<file path="config.mk">
export PLATFORM = sky130hd
export DESIGN_NAME = pptq_ctrl
export DESIGN_NICKNAME = d
export VERILOG_FILES = /design/src/design/pptq_pkg.sv /design/src/design/pptq_ctrl.sv
export SDC_FILE = /design/constraint.sdc
export NUM_CORES = 1
export LEC_CHECK = 0
export BUFFER_PORTS_ARGS = -buffer_cell sky130_fd_sc_hd__buf_2
export CORE_AREA = 10 10 47 49
export DETAILED_ROUTE_END_ITERATION = 6
export DIE_AREA = 0 0 57 59
export PLACE_DENSITY_LB_ADDON = 0.12
export SLEW_MARGIN = 10
export SYNTH_ARGS = -nofsm -noshare
export SYNTH_HDL_FRONTEND = slang
export SYNTH_SLANG_ARGS = --single-unit
</file>
<file path="constraint.sdc">
create_clock -name clk -period 1.9 [get_ports clk]
set_input_delay 0.285 -clock clk [delete_from_list [all_inputs] [get_ports clk]]
set_output_delay 0.285 -clock clk [all_outputs]
set_load 0.005 [all_outputs]
</file>
<file path="src/design/pptq_pkg.sv">
// Shared types and codes for the preemptive priority task queue.
// No dependencies; the datapath, controller and top level refer to it by scoped names.
package pptq_pkg;

  localparam int HANDLE_W = 64;
  localparam int ARG_W    = 64;
  localparam int PRIO_W   = 8;
  localparam int STATUS_W = 3;
  localparam int COUNT_W  = 6;

  localparam logic [1:0] OP_ADD      = 2'd0;
  localparam logic [1:0] OP_DISPATCH = 2'd1;
  localparam logic [1:0] OP_FINISH   = 2'd2;

  localparam logic [STATUS_W-1:0] ST_OK   = 3'd0;
  localparam logic [STATUS_W-1:0] ST_FULL = 3'd1;
  localparam logic [STATUS_W-1:0] ST_NULL = 3'd2;
  localparam logic [STATUS_W-1:0] ST_NONE = 3'd3;
  localparam logic [STATUS_W-1:0] ST_IDLE = 3'd4;

  typedef struct packed {
    logic [1:0]          opcode;
    logic [HANDLE_W-1:0] task_handle;
    logic [ARG_W-1:0]    task_arg;
    logic [PRIO_W-1:0]   task_priority;
  } in_t;

  typedef struct packed {
    logic [STATUS_W-1:0] status;
    logic [HANDLE_W-1:0] out_handle;
    logic [ARG_W-1:0]    out_arg;
    logic [PRIO_W-1:0]   out_priority;
    logic [COUNT_W-1:0]  queued_count;
    logic [COUNT_W-1:0]  nesting_depth;
  } out_t;

  // One queue slot as stored in the slot memory.
  typedef struct packed {
    logic [HANDLE_W-1:0] handle;
    logic [ARG_W-1:0]    arg;
    logic [PRIO_W-1:0]   prio;
  } slot_t;

  // Controller to datapath.
  typedef struct packed {
    logic                load;
    logic                scan_init;
    logic                scan_step;
    logic                put_new;
    logic                put_at_zero;
    logic                dsp_commit;
    logic                pop;
    logic                finish;
    logic [STATUS_W-1:0] status;
  } cmd_t;

  // Datapath to controller.
  typedef struct packed {
    logic [1:0] opcode;
    logic       is_null;
    logic       full;
    logic       empty;
    logic       idle;
    logic       stack_full;
    logic       idx_zero;
    logic       rd_gt;
    logic       eligible;
  } stat_t;

endpackage

</file>
<file path="src/design/pptq_ctrl.sv">
// Controller state machine: decodes each command and sequences the datapath.
// Depends on pptq_pkg.
module pptq_ctrl (
  input  logic            clk,
  input  logic            rst,
  input  logic            start,
  input  pptq_pkg::stat_t stat,
  output pptq_pkg::cmd_t  cmd,
  output logic            busy
);

  localparam logic [2:0] S_IDLE   = 3'd0;
  localparam logic [2:0] S_DECODE = 3'd1;
  localparam logic [2:0] S_SCAN   = 3'd2;
  localparam logic [2:0] S_LAST   = 3'd3;
  localparam logic [2:0] S_DSP    = 3'd4;

  logic [2:0] state;
  logic [2:0] state_next;

  assign busy = (state != S_IDLE);

  always_comb begin
    cmd        = '0;
    cmd.status = pptq_pkg::ST_OK;
    state_next = state;
    unique case (state)
      S_IDLE: begin
        if (start) begin
          cmd.load   = 1'b1;
          state_next = S_DECODE;
        end
      end
      S_DECODE: begin
        state_next = S_IDLE;
        unique case (stat.opcode)
          pptq_pkg::OP_ADD: begin
            priority if (stat.is_null) begin
              cmd.finish = 1'b1;
              cmd.status = pptq_pkg::ST_NULL;
            end else if (stat.full) begin
              cmd.finish = 1'b1;
              cmd.status = pptq_pkg::ST_FULL;
            end else if (stat.empty) begin
              cmd.put_new     = 1'b1;
              cmd.put_at_zero = 1'b1;
              cmd.finish      = 1'b1;
            end else begin
              cmd.scan_init = 1'b1;
              state_next    = S_SCAN;
            end
          end
          pptq_pkg::OP_DISPATCH: begin
            if (stat.empty || stat.stack_full) begin
              cmd.finish = 1'b1;
              cmd.status = pptq_pkg::ST_NONE;
            end else begin
              state_next = S_DSP;
            end
          end
          pptq_pkg::OP_FINISH: begin
            cmd.finish = 1'b1;
            if (stat.idle) begin
              cmd.status = pptq_pkg::ST_IDLE;
            end else begin
              cmd.pop = 1'b1;
            end
          end
          default: begin
            cmd.finish = 1'b1;
          end
        endcase
      end
      S_SCAN: begin
        if (stat.rd_gt) begin
          cmd.scan_step = 1'b1;
          if (stat.idx_zero) begin
            state_next = S_LAST;
          end
        end else begin
          cmd.put_new = 1'b1;
          cmd.finish  = 1'b1;
          state_next  = S_IDLE;
        end
      end
      S_LAST: begin
        cmd.put_new     = 1'b1;
        cmd.put_at_zero = 1'b1;
        cmd.finish      = 1'b1;
        state_next      = S_IDLE;
      end
      S_DSP: begin
        cmd.finish = 1'b1;
        state_next = S_IDLE;
        if (stat.eligible) begin
          cmd.dsp_commit = 1'b1;
        end else begin
          cmd.status = pptq_pkg::ST_NONE;
        end
      end
      default: begin
        state_next = S_IDLE;
      end
    endcase
  end

  always_ff @(posedge clk) begin
    if (rst) begin
      state <= S_IDLE;
    end else begin
      state <= state_next;
    end
  end

endmodule

</file>
==> impl_metrics.toml <==
[routing]
post-route-drc-count = 0
wl_per_cell_um = 13.1
dr.pass1.iters = 4
vias = 437
wl_um = 1150
ant_nets = 0
drtIter0Drc = 8
vias_per_cell = 4.97

[final_layout]
final_common_cell = "buf_2"
regArea_um2 = 62.6
top_register = "state"
top_regs = "state (3)"
nets = 86
synthToLayoutAreaGrowth_pct = 47.0
filler_cell_count = 158
design_area_um2 = 528
largest_register_ffs = 3
layout_common_cells = "buf_2, nor3b_1, nor3_1"
final_util_pct = 37.7
multi_input_comb_area_um2 = 280
antenna_cells = 0
drive_above_1_share_pct = 51.4

[clock_tree]
h-tree-depth = 1
cts_buffer_depth = 2
numCtsBuffers = 3
cts_sinks = 3
post-cts-setup-buffers = 0
clkTransAtPathRegs_ns = 0.04
clkLatencyLatePin_ns = 0.23
cts_tree = "yes"
cts_root_buffer = "clkbuf_4"

[critical_path]
crit_path_end_kind = "primary output"
crit_type = "register to primary output"
arrival_ns = 1.51
path_max_fanout = 11
critPathLaunchType = "register"
required_ns = 1.62

[global_routing]
grt_pass1_vias = 460
grt_pass1_wl_um = 1940
grt_antenna_before_repair = 0
grt_util_all_layers_pct = 6.91
grt_max_degree = 12
grt_overflow_total = 0

[logic_synthesis]
synthCells = 45
synth.distinct_cells = 27
syn_nets = 58
syn_area_um2 = 359
synth_compound_area_share_pct = 18.5
synth.avg_cell_area_um2 = 7.98
yosys.area_share.simple_pct = 59.6
synth_top_family_by_area = "simple AND/OR/NAND/NOR gates"
yosys_warnings = 0
synthAdderAreaFrac_pct = 0
synth-seq-cells = 3
synth_xor_area_share_pct = 0
synth_mux_area_share_pct = 0
seq_area_frac_synth_pct = 16.7

[sta]
max_slew.worst_pin.slew_ns = 0.377
max_freq_mhz = 556
report.final.slew_viol_count = 0
finalCritPeriodShare_pct = 94.6
slew_headroom_pct = 74.6
fin_setup_tns_ns = 0
worst_slack_ns = 0.103
fin_skew_ns = 0.00173
setup_viol = 0
hold_viol = 0
fin_crit_ns = 1.80
rsz0062_at_grt = "no"

[die]
die_h_um = 59
floorplan.die_area_um2 = 3360
ioPinCount = 25
rows = 14
core_um2 = 1400
start_util_pct = 25.6
die_w_um = 57

[place]
dpl.hpwl_um = 944
port_buffers = 24
pre_cts_ws_ns = 0.302
place_congestion = 0.700
place_area_um2 = 499

[run_status]
status = "finished clean"

[power]
power.share.clock_pct = 46.9
pwr-share-comb_pct = 23.7
p_sw_share_pct = 25.9
pwr-share-seq_pct = 29.5
ir_drop_mv = 0.186
power_density_nw_per_um2 = 439
p_leak_nw = 0.253
p_total_uw = 232
internal-power_uw = 172
p_sw_uw = 60.1

[hold_path]
min-delay-path-class = "input port to register"

[run]
maxCapViolCount = 0
-- cells by family (layout without fill, tap and decap cells) --
family / count (synthesis) / in the layout
buffers and inverters: 4 / 31
flip-flops: 3 / 3
AO/OA/AOI/OAI: 10 / 10
AND/OR/NAND/NOR: 28 / 28
-- stage by stage --
step	hold slack (ns)	std cells
6_report	0.256	88
5_1_grt	0.244	88
4_1_cts	0.253	88
3_5_place_dp	0.501	84
3_3_place_gp	0.501	84
2_1_floorplan	0.356	45
-- what timing repair did --
| action | in CTS | in global routing |
|---|---|---|
| gates resized for setup | 0 | 2 |
| hold buffers | 0 | 0 |
| endpoints found under the setup margin | 0 | 1 |
-- layer usage --
| metal | wire, um | track usage [%] | up-vias | share of wire [%] |
|---|---|---|---|---|
| li1 | - | - | 230 | - |
| met5 | 0 | 0 | - | 0 |
| met3 | 47 | 2.36 | 2 | 4.1 |
| met2 | 556 | 10.7 | 11 | 48 |
| met4 | 6 | 3.02 | 0 | 0.52 |
| met1 | 544 | 8.42 | 194 | 47 |
-- layout make-up --
type,instances,area share [%]
Clock buffer,4,4.98
Inverter,1,0.711
Multi-Input combinational cell,38,53.1
Sequential cell,3,11.8
Tap cell,16,3.79
Timing Repair Buffer,26,25.6
-- power by group through the flow --
stage | Clock [mW] | Sequential (mW) | Combinational [mW]
global route | 0.122 | 0.0689 | 0.0615
floorplan | 0 | 0.0669 | 0.0263
detailed placement | 0 | 0.0688 | 0.0551
finish | 0.109 | 0.0683 | 0.0549
global placement | 0 | 0.0694 | 0.0556
CTS | 0.115 | 0.0681 | 0.0554
-- Yosys cell counts --
cell       count  area [um^2]
nor3b_1        5         37.5
nor4_2         2         25.0
o32ai_1        1         8.76
and2_1         1         6.26
nor4_1         2         12.5
or3b_1         1         8.76
and4b_1        1         10.0
a21oi_1        3         15.0
nand2_1        1         3.75
a31oi_1        1         6.26
a2bb2oi_1      1         8.76
nor3_1         4         20.0
and3b_1        1         8.76
o21ai_2        1         8.76
nor2b_1        1         6.26
inv_1          1         3.75
nand2b_4       1         13.8
dfxtp_1        3         60.1
o21a_1         1         7.51
o21ai_1        1         5.00
and4bb_1       1         12.5
nor2_1         3         11.3
or4b_4         1         13.8
or3_1          2         12.5
o22ai_1        1         6.26
buf_2          3         15.0
or4_4          1         11.3
-- worst max-delay path, cell delays in order, from the launching register on --
cell      delay (ns)
dfxtp_2         0.36
nand2b_4        0.19
or3_1           0.33
o32ai_1         0.24
buf_2           0.16
-- final timing paths --
check / from / end / slack, ns / cells after the start
setup / recovery: state[2]$_SDFFE_PP0P_ / cmd[1] / 0.10 / 4
setup reg to reg: state[1]$_SDFFE_PP0P_ / state[1]$_SDFFE_PP0P_ / 0.91 / 3
hold / removal: rst / state[2]$_SDFFE_PP0P_ / 0.26 / 2
hold reg to reg: state[2]$_SDFFE_PP0P_ / state[0]$_SDFFE_PP0P_ / 0.54 / 1
No activity file was read; power rests on OpenSTA's default activity.
